`config.mk`:
```
export PLATFORM = sky130hd
export DESIGN_NAME = block_csr_pattern_builder_top
export DESIGN_NICKNAME = d
export VERILOG_FILES = /design/src/hdl/cpb_pkg.sv /design/src/hdl/cpb_front.sv /design/src/hdl/cpb_fifo.sv /design/src/hdl/cpb_back.sv /design/src/hdl/block_csr_pattern_builder_top.sv
export SDC_FILE = /design/constraint.sdc
export NUM_CORES = 2
export LEC_CHECK = 0
export ABC_AREA = 1
export BUFFER_PORTS_ARGS = -buffer_cell sky130_fd_sc_hd__buf_2
export CORE_ASPECT_RATIO = 0.75
export CORE_UTILIZATION = 64
export CTS_BUF_LIST = sky130_fd_sc_hd__clkbuf_4 sky130_fd_sc_hd__clkbuf_8 sky130_fd_sc_hd__clkbuf_16
export DETAILED_ROUTE_END_ITERATION = 16
export MAX_ROUTING_LAYER = met4
export PLACE_DENSITY = 0.81
export SETUP_SLACK_MARGIN = 0.02
export SLEW_MARGIN = 30
export SYNTH_ARGS = -nofsm -noshare
export SYNTH_HDL_FRONTEND = slang
export SYNTH_SLANG_ARGS = --single-unit
```
`constraint.sdc`:
```
create_clock -name clk -period 16.7 [get_ports clk]
set_clock_uncertainty 0.2 [all_clocks]
set_input_delay 2.505 -clock clk [delete_from_list [all_inputs] [get_ports clk]]
set_output_delay 2.505 -clock clk [all_outputs]
set_load 0.03 [all_outputs]
```
`src/hdl/cpb_pkg.sv`:
```
package cpb_pkg;

	// widths fixed by the item formats
	localparam int CFG_W     = 3;
	localparam int NEIGH_W   = 16;
	localparam int ROW_W     = 19;
	localparam int START_W   = 23;
	localparam int S_TDATA_W = 16;
	localparam int S_TUSER_W = 2;
	localparam int M_TDATA_W = 64;
	localparam int M_TUSER_W = 2;

	// tuser bit positions
	localparam int S_TUSER_HAS_NEIGH = 0;
	localparam int S_TUSER_START     = 1;
	localparam int M_TUSER_LAST_PT   = 0;
	localparam int M_TUSER_OVF       = 1;

	localparam logic [CFG_W-1:0]   DOF_RESET    = CFG_W'(1);
	localparam logic [START_W-1:0] OFFSET_RESET = START_W'(1);

	typedef enum logic {
		FE_COLLECT,
		FE_CLOSE
	} fe_state_t;

	typedef enum logic {
		BE_IDLE,
		BE_RUN
	} be_state_t;

endpackage

```
`src/hdl/cpb_front.sv`:
```
module cpb_front #(
	parameter int MAX_POINTS    = 65536,
	parameter int MAX_NEIGHBORS = 15,
	parameter int MAX_DOF       = 4,
	localparam int PW = $clog2(MAX_POINTS),
	localparam int EW = (PW > cpb_pkg::NEIGH_W) ? PW : cpb_pkg::NEIGH_W,
	localparam int LD = MAX_NEIGHBORS + 1,
	localparam int CW = $clog2(LD + 1),
	localparam int DW = $clog2(MAX_DOF + 1)
) (
	input  logic                        clk,
	input  logic                        arst_n,
	input  logic [cpb_pkg::CFG_W-1:0]   point_dof,
	input  logic                        in_valid,
	output logic                        in_ready,
	input  logic [cpb_pkg::NEIGH_W-1:0] neighbor_point,
	input  logic                        has_neighbor,
	input  logic                        last_of_point,
	input  logic                        start_matrix,
	output logic                        desc_valid,
	input  logic                        desc_ready,
	output logic [LD-1:0][EW-1:0]       desc_list,
	output logic [CW-1:0]               desc_n,
	output logic [PW-1:0]               desc_pc,
	output logic [cpb_pkg::START_W-1:0] desc_offset,
	output logic [DW-1:0]               desc_d,
	output logic                        desc_ovf
);
	import cpb_pkg::*;

	fe_state_t              state_q, state_nxt;
	logic [LD-1:0][EW-1:0]  list_q;
	logic [LD-1:0][EW-1:0]  ins_list;
	logic [LD-1:0]          le;
	logic [EW-1:0]          ins_val;
	logic [CW-1:0]          cnt_q;
	logic                   ovf_q;
	logic [PW-1:0]          pc_q;
	logic [START_W-1:0]     offset_q;
	logic [DW-1:0]          d_eff;
	logic [CW+DW-1:0]       nd;
	logic                   acc, push, room;

	// dof 0 acts as 1, anything above the maximum is clamped
	always_comb begin
		if (point_dof == '0) begin
			d_eff = DW'(1);
		end else if (int'(point_dof) > MAX_DOF) begin
			d_eff = DW'(MAX_DOF);
		end else begin
			d_eff = DW'(point_dof);
		end
	end

	// single insertion slot into the sorted list: neighbour while collecting,
	// own point index on the close
	always_comb begin
		for (int i = 0; i < LD; i++) begin
			le[i] = (CW'(i) < cnt_q) && (list_q[i] <= ins_val);
		end
		ins_list[0] = le[0] ? list_q[0] : ins_val;
		for (int i = 1; i < LD; i++) begin
			if (le[i]) begin
				ins_list[i] = list_q[i];
			end else if (le[i-1]) begin
				ins_list[i] = ins_val;
			end else begin
				ins_list[i] = list_q[i-1];
			end
		end
	end

	always_comb begin
		state_nxt = state_q;
		case (state_q)
			FE_COLLECT: begin
				if (in_valid && last_of_point) begin
					state_nxt = FE_CLOSE;
				end
			end
			FE_CLOSE: begin
				if (desc_ready) begin
					state_nxt = FE_COLLECT;
				end
			end
			default: state_nxt = FE_COLLECT;
		endcase
	end

	always_comb begin
		in_ready   = (state_q == FE_COLLECT);
		desc_valid = (state_q == FE_CLOSE);
		ins_val    = (state_q == FE_COLLECT) ? EW'(neighbor_point) : EW'(pc_q);
	end

	assign acc  = in_valid && in_ready;
	assign push = desc_valid && desc_ready;
	assign room = cnt_q < CW'(MAX_NEIGHBORS);

	assign desc_list   = ins_list;
	assign desc_n      = cnt_q + CW'(1);
	assign desc_pc     = pc_q;
	assign desc_offset = offset_q;
	assign desc_d      = d_eff;
	assign desc_ovf    = ovf_q;
	assign nd          = desc_n * d_eff;

	always_ff @(posedge clk or negedge arst_n) begin
		if (!arst_n) begin
			state_q <= FE_COLLECT;
		end else begin
			state_q <= state_nxt;
		end
	end

	always_ff @(posedge clk or negedge arst_n) begin
		if (!arst_n) begin
			cnt_q    <= '0;
			ovf_q    <= 1'b0;
			pc_q     <= '0;
			offset_q <= OFFSET_RESET;
		end else if (acc) begin
			if (start_matrix) begin
				pc_q     <= '0;
				offset_q <= OFFSET_RESET;
			end
			if (has_neighbor && room) begin
				cnt_q <= cnt_q + CW'(1);
			end else if (has_neighbor) begin
				ovf_q <= 1'b1;
			end
		end else if (push) begin
			cnt_q    <= '0;
			ovf_q    <= 1'b0;
			pc_q     <= (pc_q == PW'(MAX_POINTS - 1)) ? '0 : pc_q + PW'(1);
			offset_q <= offset_q + START_W'(nd);
		end
	end

	always_ff @(posedge clk) begin
		if (acc && has_neighbor && room) begin
			list_q <= ins_list;
		end
	end

	a_cnt_bound: assert property (@(posedge clk) disable iff (!arst_n)
		cnt_q <= CW'(MAX_NEIGHBORS))
		else $error("neighbour count beyond capacity");

	a_no_take_on_close: assert property (@(posedge clk) disable iff (!arst_n)
		acc && last_of_point |=> !in_ready)
		else $error("input taken while closing a point");

endmodule

```
`src/hdl/cpb_fifo.sv`:
```
module cpb_fifo #(
	parameter int WIDTH = 8,
	parameter int DEPTH = 2,
	localparam int AW = (DEPTH > 1) ? $clog2(DEPTH) : 1,
	localparam int NW = $clog2(DEPTH + 1)
) (
	input  logic             clk,
	input  logic             arst_n,
	input  logic             wr_valid,
	output logic             wr_ready,
	input  logic [WIDTH-1:0] wr_data,
	output logic             rd_valid,
	input  logic             rd_ready,
	output logic [WIDTH-1:0] rd_data
);
	logic [WIDTH-1:0] mem_q [DEPTH];
	logic [AW-1:0]    wr_ptr_q, rd_ptr_q;
	logic [NW-1:0]    count_q;
	logic             wr_en, rd_en;

	assign wr_ready = count_q < NW'(DEPTH);
	assign rd_valid = count_q != '0;
	assign rd_data  = mem_q[rd_ptr_q];
	assign wr_en    = wr_valid && wr_ready;
	assign rd_en    = rd_valid && rd_ready;

	always_ff @(posedge clk or negedge arst_n) begin
		if (!arst_n) begin
			wr_ptr_q <= '0;
			rd_ptr_q <= '0;
			count_q  <= '0;
		end else begin
			if (wr_en) begin
				wr_ptr_q <= (wr_ptr_q == AW'(DEPTH - 1)) ? '0 : wr_ptr_q + AW'(1);
			end
			if (rd_en) begin
				rd_ptr_q <= (rd_ptr_q == AW'(DEPTH - 1)) ? '0 : rd_ptr_q + AW'(1);
			end
			if (wr_en && !rd_en) begin
				count_q <= count_q + NW'(1);
			end else if (rd_en && !wr_en) begin
				count_q <= count_q - NW'(1);
			end
		end
	end

	always_ff @(posedge clk) begin
		if (wr_en) begin
			mem_q[wr_ptr_q] <= wr_data;
		end
	end

	a_count_bound: assert property (@(posedge clk) disable iff (!arst_n)
		count_q <= NW'(DEPTH))
		else $error("queue fill beyond depth");

endmodule

```
`src/hdl/cpb_back.sv`:
```
module cpb_back #(
	parameter int MAX_POINTS    = 65536,
	parameter int MAX_NEIGHBORS = 15,
	parameter int MAX_DOF       = 4,
	localparam int PW = $clog2(MAX_POINTS),
	localparam int EW = (PW > cpb_pkg::NEIGH_W) ? PW : cpb_pkg::NEIGH_W,
	localparam int LD = MAX_NEIGHBORS + 1,
	localparam int CW = $clog2(LD + 1),
	localparam int IW = $clog2(LD),
	localparam int DW = $clog2(MAX_DOF + 1)
) (
	input  logic                        clk,
	input  logic                        arst_n,
	input  logic                        desc_valid,
	output logic                        desc_ready,
	input  logic [LD-1:0][EW-1:0]       desc_list,
	input  logic [CW-1:0]               desc_n,
	input  logic [PW-1:0]               desc_pc,
	input  logic [cpb_pkg::START_W-1:0] desc_offset,
	input  logic [DW-1:0]               desc_d,
	input  logic                        desc_ovf,
	output logic                        out_valid,
	input  logic                        out_ready,
	output logic [cpb_pkg::ROW_W-1:0]   row_index,
	output logic [cpb_pkg::START_W-1:0] row_start,
	output logic [cpb_pkg::ROW_W-1:0]   col_index,
	output logic                        last_in_row,
	output logic                        last_of_point_res,
	output logic                        overflow
);
	import cpb_pkg::*;

	be_state_t              state_q, state_nxt;
	logic [LD-1:0][EW-1:0]  list_q;
	logic [CW-1:0]          n_q;
	logic [DW-1:0]          d_q, k_q;
	logic [IW-1:0]          i_q;
	logic [ROW_W-1:0]       row_q;
	logic [START_W-1:0]     start_q;
	logic                   ovf_q;
	logic [PW+DW-1:0]       row_prod;
	logic [EW+DW-1:0]       col_prod;
	logic [ROW_W-1:0]       col_nxt;
	logic                   i_last, k_last, adv, emit, load;

	logic                   out_valid_q;
	logic [ROW_W-1:0]       row_out_q, col_out_q;
	logic [START_W-1:0]     start_out_q;
	logic                   lir_q, lpr_q, ovf_out_q;

	assign i_last   = (CW'(i_q) == n_q - CW'(1));
	assign k_last   = (k_q == d_q - DW'(1));
	assign adv      = !out_valid_q || out_ready;
	assign row_prod = desc_pc * desc_d;
	assign col_prod = list_q[i_q] * d_q;
	assign col_nxt  = ROW_W'(col_prod) + ROW_W'(k_q) + ROW_W'(1);

	always_comb begin
		state_nxt = state_q;
		case (state_q)
			BE_IDLE: begin
				if (desc_valid) begin
					state_nxt = BE_RUN;
				end
			end
			BE_RUN: begin
				if (adv && i_last && k_last) begin
					state_nxt = BE_IDLE;
				end
			end
			default: state_nxt = BE_IDLE;
		endcase
	end

	always_comb begin
		desc_ready = (state_q == BE_IDLE);
		load       = desc_ready && desc_valid;
		emit       = (state_q == BE_RUN) && adv;
	end

	always_ff @(posedge clk or negedge arst_n) begin
		if (!arst_n) begin
			state_q     <= BE_IDLE;
			out_valid_q <= 1'b0;
		end else begin
			state_q <= state_nxt;
			if (adv) begin
				out_valid_q <= emit;
			end
		end
	end

	// row walker: i steps over the sorted points, k over the expanded rows
	always_ff @(posedge clk) begin
		if (load) begin
			list_q  <= desc_list;
			n_q     <= desc_n;
			d_q     <= desc_d;
			ovf_q   <= desc_ovf;
			row_q   <= ROW_W'(row_prod) + ROW_W'(1);
			start_q <= desc_offset;
			k_q     <= '0;
			i_q     <= '0;
		end else if (emit) begin
			if (i_last) begin
				i_q     <= '0;
				k_q     <= k_q + DW'(1);
				row_q   <= row_q + ROW_W'(1);
				start_q <= start_q + START_W'(n_q);
			end else begin
				i_q <= i_q + IW'(1);
			end
		end
	end

	always_ff @(posedge clk) begin
		if (emit) begin
			row_out_q   <= row_q;
			start_out_q <= start_q;
			col_out_q   <= col_nxt;
			lir_q       <= i_last;
			lpr_q       <= i_last && k_last;
			ovf_out_q   <= ovf_q;
		end
	end

	assign out_valid         = out_valid_q;
	assign row_index         = row_out_q;
	assign row_start         = start_out_q;
	assign col_index         = col_out_q;
	assign last_in_row       = lir_q;
	assign last_of_point_res = lpr_q;
	assign overflow          = ovf_out_q;

	a_walk_bound: assert property (@(posedge clk) disable iff (!arst_n)
		state_q == BE_RUN |-> (CW'(i_q) < n_q) && (k_q < d_q))
		else $error("row walker out of range");

	a_point_end_in_row: assert property (@(posedge clk) disable iff (!arst_n)
		out_valid_q && lpr_q |-> lir_q)
		else $error("point closed off a row end");

endmodule

```
`src/hdl/block_csr_pattern_builder_top.sv`:
```
// Channel | Dir | Payload (lowest bit first)                            | Accepted when
// s_*     | in  | tdata: neighbor_point[15:0]; tuser: has_neighbor,     | s_tvalid & s_tready
//         |     |   start_matrix; tlast: last_of_point                  |
// m_*     | out | tdata: row_index, row_start, col_index, 3 zero bits;  | m_tvalid & m_tready
//         |     |   tuser: last_of_point_res, overflow; tlast: last_in_row
// cfg_*   | in  | cfg_data: point_dof[2:0]                              | cfg_valid & cfg_ready
//
// Neighbour transactions are accepted while collecting. A closing transaction holds off the input
// while the point's own index is inserted and the point is queued, and for as long as the
// two-entry queue is full. Neighbours are kept sorted by insertion as they arrive.
// The back end loads a point, then emits n*d results at one per cycle while m_tready allows, with
// n = neighbours kept + 1; this row walk sets the throughput of a point.
// Reset (arst_n, async, low) returns dof to 1, offset to 1 and the point counter to 0.
// A stalled output holds the walker only; the front keeps collecting until the queue fills.
module block_csr_pattern_builder_top #(
	parameter int MAX_POINTS    = 65536,
	parameter int MAX_NEIGHBORS = 15,
	parameter int MAX_DOF       = 4
) (
	input  logic                          clk,
	input  logic                          arst_n,
	input  logic                          s_tvalid,
	output logic                          s_tready,
	input  logic [cpb_pkg::S_TDATA_W-1:0] s_tdata,  // neighbor_point[15:0]
	input  logic [cpb_pkg::S_TUSER_W-1:0] s_tuser,  // [0] has_neighbor, [1] start_matrix
	input  logic                          s_tlast,  // last_of_point
	output logic                          m_tvalid,
	input  logic                          m_tready,
	output logic [cpb_pkg::M_TDATA_W-1:0] m_tdata,  // [18:0] row_index, [41:19] row_start,
	                                                // [60:42] col_index, [63:61] zero
	output logic [cpb_pkg::M_TUSER_W-1:0] m_tuser,  // [0] last_of_point_res, [1] overflow
	output logic                          m_tlast,  // last_in_row
	input  logic                          cfg_valid,
	output logic                          cfg_ready,
	input  logic [cpb_pkg::CFG_W-1:0]     cfg_data  // point_dof
);
	import cpb_pkg::*;

	localparam int PW     = $clog2(MAX_POINTS);
	localparam int EW     = (PW > NEIGH_W) ? PW : NEIGH_W;
	localparam int LD     = MAX_NEIGHBORS + 1;
	localparam int CW     = $clog2(LD + 1);
	localparam int DW     = $clog2(MAX_DOF + 1);
	localparam int DESC_W = LD * EW + CW + PW + START_W + DW + 1;
	localparam int QDEPTH = 2;

	logic [CFG_W-1:0]       point_dof_q;

	// front -> queue
	logic                   f_valid, f_ready;
	logic [LD-1:0][EW-1:0]  f_list;
	logic [CW-1:0]          f_n;
	logic [PW-1:0]          f_pc;
	logic [START_W-1:0]     f_offset;
	logic [DW-1:0]          f_d;
	logic                   f_ovf;

	// queue -> back
	logic                   b_valid, b_ready;
	logic [LD-1:0][EW-1:0]  b_list;
	logic [CW-1:0]          b_n;
	logic [PW-1:0]          b_pc;
	logic [START_W-1:0]     b_offset;
	logic [DW-1:0]          b_d;
	logic                   b_ovf;
	logic [DESC_W-1:0]      q_wdata, q_rdata;

	logic [ROW_W-1:0]       row_index, col_index;
	logic [START_W-1:0]     row_start;
	logic                   last_in_row, last_of_point_res, overflow;

	// dof register: always ready; the user must write it only while the block is idle, which the block does not enforce
	assign cfg_ready = 1'b1;

	always_ff @(posedge clk or negedge arst_n) begin
		if (!arst_n) begin
			point_dof_q <= DOF_RESET;
		end else if (cfg_valid) begin
			point_dof_q <= cfg_data;
		end
	end

	cpb_front #(
		.MAX_POINTS    (MAX_POINTS),
		.MAX_NEIGHBORS (MAX_NEIGHBORS),
		.MAX_DOF       (MAX_DOF)
	) u_front (
		.clk            (clk),
		.arst_n         (arst_n),
		.point_dof      (point_dof_q),
		.in_valid       (s_tvalid),
		.in_ready       (s_tready),
		.neighbor_point (s_tdata[NEIGH_W-1:0]),
		.has_neighbor   (s_tuser[S_TUSER_HAS_NEIGH]),
		.last_of_point  (s_tlast),
		.start_matrix   (s_tuser[S_TUSER_START]),
		.desc_valid     (f_valid),
		.desc_ready     (f_ready),
		.desc_list      (f_list),
		.desc_n         (f_n),
		.desc_pc        (f_pc),
		.desc_offset    (f_offset),
		.desc_d         (f_d),
		.desc_ovf       (f_ovf)
	);

	// one queue entry is a whole closed point: sorted list plus its row parameters
	assign q_wdata = {f_list, f_n, f_pc, f_offset, f_d, f_ovf};
	assign {b_list, b_n, b_pc, b_offset, b_d, b_ovf} = q_rdata;

	cpb_fifo #(
		.WIDTH (DESC_W),
		.DEPTH (QDEPTH)
	) u_queue (
		.clk      (clk),
		.arst_n   (arst_n),
		.wr_valid (f_valid),
		.wr_ready (f_ready),
		.wr_data  (q_wdata),
		.rd_valid (b_valid),
		.rd_ready (b_ready),
		.rd_data  (q_rdata)
	);

	cpb_back #(
		.MAX_POINTS    (MAX_POINTS),
		.MAX_NEIGHBORS (MAX_NEIGHBORS),
		.MAX_DOF       (MAX_DOF)
	) u_back (
		.clk               (clk),
		.arst_n            (arst_n),
		.desc_valid        (b_valid),
		.desc_ready        (b_ready),
		.desc_list         (b_list),
		.desc_n            (b_n),
		.desc_pc           (b_pc),
		.desc_offset       (b_offset),
		.desc_d            (b_d),
		.desc_ovf          (b_ovf),
		.out_valid         (m_tvalid),
		.out_ready         (m_tready),
		.row_index         (row_index),
		.row_start         (row_start),
		.col_index         (col_index),
		.last_in_row       (last_in_row),
		.last_of_point_res (last_of_point_res),
		.overflow          (overflow)
	);

	assign m_tdata = M_TDATA_W'({col_index, row_start, row_index});
	assign m_tlast = last_in_row;
	always_comb begin
		m_tuser                  = '0;
		m_tuser[M_TUSER_LAST_PT] = last_of_point_res;
		m_tuser[M_TUSER_OVF]     = overflow;
	end

endmodule

```
Word level (Yosys, flattened, before mapping) --
Memories as Yosys holds them, arrays and structs flattened. Cells that the tools add are included.
Word-level totals: bits in registers 689, bits in writable memories 608, input bits 27, output and inout bits 70, logic and storage cells 234, memories kept 1
Memories:
- u_queue.mem_q | depth 2, bits a word 304, read ports 1, clocked after Yosys merged registers in 0, wr ports 1, line cpb_fifo.sv:16 | logic [WIDTH-1:0] mem_q [DEPTH];
Cells by class: add/subtract/negate cells 16, multipliers 3, order comparisons 36, equal/unequal tests 7, muxes and demuxes 69, bitwise logic cells 2, reduce and logical (&&, ||, !) cells 44
Operators with widths (count):
- two-way mux 16 bit | 37
- <= comparator 16 bit | 16
- two-way mux 23 bit | 6
- binary-select mux 16 bit (select 4 bit) | 1
- adder 19 x 1 -> 19 bit (second input constant) | 3
- two-way mux 19 bit | 3
- less-than comparator 4 x 5 -> 1 bit (first input constant) | 8
- multiplier 16 x 3 -> 19 bit | 2
- logical AND 1 bit | 29
- adder 23 x 5 -> 23 bit | 1
- adder 23 x 8 -> 23 bit | 1
- less-than comparator 3 x 5 -> 1 bit (first input constant) | 4
- adder 19 x 3 -> 19 bit | 1
- adder 16 x 1 -> 16 bit (second input constant) | 1
- equality test 16 bit (second input constant) | 1
- two-way mux 5 bit | 3
- two-way mux 1 bit | 12
- less-than comparator 1 x 5 -> 1 bit (first input constant) | 2
- less-than comparator 2 x 5 -> 1 bit (first input constant) | 2
- nonzero test 2 bit | 5
- multiplier 5 x 3 -> 8 bit | 1
- inequality test 2 bit (second input constant) | 4
- AND reduction 2 bit | 4
- two-way mux 3 bit | 2
- 22 further kinds | 28

Longest topological paths before layout --
depth in word-level cells 7, gate-level depth with buffers 24, depth with buffers taken out 22

Hierarchy --
A second synthesis with hierarchy kept.
Unflattened totals: cell total of the unflattened synthesis 6721, area total of the unflattened synthesis 65467.8 um^2
By module, submodules not included:
- cpb_front | times used 1, cells an instance 3237, area each 23816.6 um^2, seq. area each 8839.7 um^2
- cpb_fifo | times used 1, cells an instance 1615, area each 22396.5 um^2, seq. area each 18357.6 um^2
- cpb_back | times used 1, cells an instance 1848, area each 19088.3 um^2, seq. area each 11330.9 um^2
- block_csr_pattern_builder_top | times used 1, cells an instance 21, area each 166.4 um^2, seq. area each 76.3 um^2

Least setup slack after synthesis --
OpenSTA, ideal clock, no wires.
kind register -> register, start point reg u_queue.count_q[1], end point mem u_queue.mem_q[0][0] (netlist bit), enable pin, setup time 0.977 ns, arrival 13.223 ns, data required time 15.523 ns, path slack 2.300 ns, cell stages (with the launch flop) 4, buffers on the path 0, clock period less this slack 14.400 ns, cell sequence dfrtp_1 > inv_1 > nand2_1 > nor2_1
Between the ends: longest elaborated chain between the ends 4
Ends and longest elaborated chain:
- start, declared | line cpb_fifo.sv:18 | logic [NW-1:0] count_q;
- start signal, assigned | line cpb_fifo.sv:40 | count_q <= count_q + NW'(1);
- start signal, assigned | line cpb_fifo.sv:42 | count_q <= count_q - NW'(1);
- less-than comparator 2 bit | line cpb_fifo.sv:21 | assign wr_ready = count_q < NW'(DEPTH);
- logical AND 1 bit | line cpb_fifo.sv:24 | assign wr_en = wr_valid && wr_ready;
- two-way mux 1 bit | line cpb_fifo.sv:48 | if (wr_en) begin
- two-way mux 1 bit (not written as such) | line cpb_fifo.sv:49 | mem_q[wr_ptr_q] <= wr_data;
- end, declared | line cpb_fifo.sv:16
Every way passes these cells.

Final worst setup path --
start point reg u_back.i_q[0], end point reg u_back.col_out_q[15] (netlist: u_back.col_index[15]) (data pin)
Between the ends: longest elaborated chain between the ends 5
Ends and longest elaborated chain:
- start, declared | line cpb_back.sv:37 | logic [IW-1:0] i_q;
- start signal, assigned | line cpb_back.sv:111 | i_q <= i_q + IW'(1);
- binary-select mux 16 bit (select 4 bit) | line cpb_back.sv:55 | assign col_prod = list_q[i_q] * d_q;
- two-way mux 16 bit (not written as such) | line cpb_back.sv:55
- multiplier 16 x 3 -> 19 bit | line cpb_back.sv:55
- adder 19 x 3 -> 19 bit | line cpb_back.sv:56 | assign col_nxt = ROW_W'(col_prod) + ROW_W'(k_q) + ROW_W'(1);
- adder 19 x 1 -> 19 bit | line cpb_back.sv:56
- net u_back.col_nxt[15] | line cpb_back.sv:43 | logic [ROW_W-1:0] col_nxt;
- end signal, assigned | line cpb_back.sv:120 | col_out_q <= col_nxt;
- end, declared | line cpb_back.sv:47 | logic [ROW_W-1:0] row_out_q, col_out_q;
The timed path passes the listed nets, and every way through them passes these cells. The select of a mux whose other input is x is not followed. A chain may end at the register's enable or synchronous reset.

==> impl_metrics.csv <==
group,metric,value,unit
global_route,track_usage,0.335,
timing,slew-limit-headroom,0.270,
worst_setup_path,worst_r2r_endpoint,"u_back.col_index[15]",
floorplanning,ios,97,
detailed_routing,drt_pass1_iterations,7,
timing,period_needed,6.62,ns
finish,fill_cells,6866,
power,p_comb_frac,0.394,
timing,post-route-period-util,0.397,
floorplanning,core,99600,um^2
yosys,yosysWarningCount,0,
detailed_routing,drt-vias-per-instance,6.06,
yosys,syn_area,64500,um^2
flow_run,max-cap-violations,0,
yosys,synth.most_common_cell,"nand2_1",
detailed_routing,drt_iter0_markers,7180,
yosys,ys_seq_area_frac,0.598,
timing,fmax,0.151,GHz
yosys,yosys-top-cells-count,"2,287 x nand2_1, 1,235 x edfxtp_1, 609 x nand3_1",
power,intPower,0.00750,W
worst_hold_path,worstHoldStart,"u_back.start_q[17]",
finish,drive_above_1_share,0.0668,
placement,gp_congestion,0.919,
yosys,ys_types,57,
yosys,ys.flop_type,"edfxtp_1",
power,powerDensity,180,nW/um^2
finish,syn_to_final_growth,9.17,%
yosys,synthCells,6514,
finish,multiInputGateArea,22800,um^2
timing,worst_pin_slew,1.10,ns
floorplanning,rows,100,
floorplanning,die_width,369,um
global_route,grt_overflow,0,
worst_setup_path,cp-endpoint,"u_back.col_index[15]",
worst_setup_path,r2r_cells,21,
yosys,synth_edf_count,1235,
worst_setup_path,critPathArrivalTime,6.93,ns
detailed_routing,via_count,48200,
detailed_routing,routed_wl,168000,um
power,p_seq_frac,0.380,
worst_setup_path,r2r-start,"u_back.i_q[0]",
cts,clock_latency,0.75,ns
cts,cts_tree,"done",
floorplanning,die-area,102000,um^2
detailed_routing,drc_errors,0,
global_route,grt_pass1_wl,256000,um
worst_setup_path,required,17.00,ns
timing,drv_slew,0,
timing,tns,0,ns
status,status,"finished, final reports clean",
timing,finalSetupViolations,0,
cts,cts_inserted_buffers,118,
worst_setup_path,worstSetupStartpointType,"register",
power,power.share.clock,0.227,
detailed_routing,drt.antenna.violating_nets,0,
floorplanning,die_h,277,um
power,swShare,0.407,
cts,clkSinkCount,1297,
detailed_routing,wl_per_cell,21.0,um
yosys,synthTopCellsByArea,"edfxtp_1 57%, nand2_1 13%, ha_1 6.5%",
cts,post_cts_buffers,0,
worst_setup_path,crit_fanout,63,
global_route,grt_pass1_vias,45200,
global_route,antenna_found_initial,6,
worst_setup_path,cp-startpoint,"u_back.i_q[0]",
worst_hold_path,min_path_type,"reg -> reg",
yosys,synth-seq-cells,1297,
timing,final-hold-violation-count,0,
worst_setup_path,r2r_setup_slack,10.08,ns
finish,fin_util,0.707,
floorplanning,start_util,0.648,
yosys,syn_area_per_cell,9.91,um^2
finish,layout.nets,6930,
timing,fin_ws,10.08,ns
power,p_leak,30.0,nW
placement,dp_hpwl,107000,um
cts,path_clk_slew,0.07,ns
power,ir_drop,0.163,mV
timing,rsz0062_at_grt,"false",
worst_setup_path,cp-end-kind,"register",
worst_setup_path,critPathKind,"reg -> reg",
global_route,grt_max_degree,185,
cts,ctsHoldBuffers,0,
cts,cts_buffer_depth,3,
placement,numPortBuffers,92,
cts,cts_resized,0,
finish,register_area,38600,um^2
yosys,yosysTopAreaCellShare,0.575,
power,p_switching,0.00515,W
cts,htreeDepth,3,
yosys,async_flop_share,0.0424,
placement,pre_cts_ws,9.97,ns
cts,cts-root-buf,"clkbuf_16",
yosys,synth_top_cell_by_area,"edfxtp_1",
## worst max-delay path, stage by stage, from the launching register on
cell and delay, ns:
dfxtp_4 0.50, inv_4 0.27, buf_4 0.55, buf_4 0.73, o21ai_0 0.18, o221ai_1 0.49
nand3_1 0.46, nand2_1 0.24, nand2_1 0.10, fa_1 0.53, fa_1 0.51, inv_1 0.07
fa_1 0.46, nand2_1 0.07, nand2_1 0.05, o21ai_0 0.16, o21ai_0 0.26, a21o_1 0.23
nand2_1 0.08, nand2_1 0.05, nand2_1 0.05, nand2_1 0.05
## layout by cell type (no fill, tap or decap), drive strengths merged, types with 3 or more instances in the layout
cell,n
inv,580
a41oi,3
conb,4
bufinv,16
diode,5
o31ai,6
nand4,29
or2,10
dfrtp,53
ha,334
a21oi,192
o22ai,22
o211ai,16
nor3,25
clkbuf,142
o221ai,51
mux2i,5
o21a,5
nand2,2297
nand3,609
nor4,5
xnor2,16
xor2,38
buf,154
o21bai,10
clkinvlp,9
o21ai,248
a21o,23
dfxtp,7
clkinv,57
edfxtp,1235
fa,42
nor2,366
a31oi,6
## worst min path at each step
stage                           end  cells after the start
6_report       u_back.row_start[17]                      0
2_1_floorplan       u_back.overflow                      0
3_5_place_dp   u_back.row_start[17]                      0
5_1_grt        u_back.row_start[17]                      0
4_1_cts        u_back.row_start[17]                      0
3_3_place_gp   u_back.row_start[17]                      0
## sequential cells by signal (all words and copies together) (netlist names), 2 cells and up
signal               cells
u_front.desc_offset     23
u_back.row_start        23
u_front.desc_pc         16
point_dof_q              3
u_back.list_q          256
u_back.col_index        19
u_queue.mem_q          608
u_back.row_q            19
u_back.start_q          23
u_back.row_index        19
u_queue.count_q          2
u_front.list_q         256
u_back.k_q               3
u_back.i_q               4
u_back.d_q               3
u_back.n_q               5
u_front.cnt_q            5
## area by class of cell
| cell class | instances | area share |
|---|---|---|
| flip-flops and latches | 1297 | 0.548 |
| multi-input cells | 4377 | 0.323 |
| clock buffers | 142 | 0.0454 |
| inverters | 579 | 0.0311 |
| well taps | 1326 | 0.0235 |
| repair buffers | 154 | 0.0157 |
| clock inverters | 83 | 0.0129 |
| diodes | 5 | 0.000178 |
## per-stage QoR
| stage | hold slack [ns] | cell area (um^2) | std cells | total power [W] |
|---|---|---|---|---|
| final | 0.256 | 70500 | 7963 | 0.0127 |
| after global routing | 0.266 | 70500 | 7963 | 0.0133 |
| after CTS | 0.255 | 70300 | 7954 | 0.0125 |
| after detailed placement | 0.239 | 66200 | 7729 | 0.00962 |
| after global placement | 0.234 | 66100 | 7727 | 0.00940 |
| after floorplan | 0.200 | 64500 | 6516 | 0.00823 |
## power by group through the flow
stage,clock [W],combinational (W),sequential [W]
CTS,0.00288,0.00483,0.00480
global placement,0,0.00456,0.00484
finish,0.00287,0.00498,0.00481
detailed placement,0,0.00476,0.00486
floorplan,0,0.00323,0.00501
global route,0.00299,0.00549,0.00485
## routing by layer
metal	part of all wire	wire, um	track usage
met5	0	0	-
met4	0.030	4950	0.103
met3	0.14	23700	0.0761
met2	0.42	70900	0.467
met1	0.41	68100	0.492
## kinds of logic after synthesis
group / count (synthesis) / synth area share
simple gates: 3347 / 0.210
flops: 1297 / 0.598
buf+inv: 842 / 0.0521
compound gates: 590 / 0.0536
fa+ha+maj: 376 / 0.0778
xor+xnor: 54 / 0.00733
mux: 6 / 0.000950
other cells: 2 / 0.000116
Power figures use the tool's default switching activity.
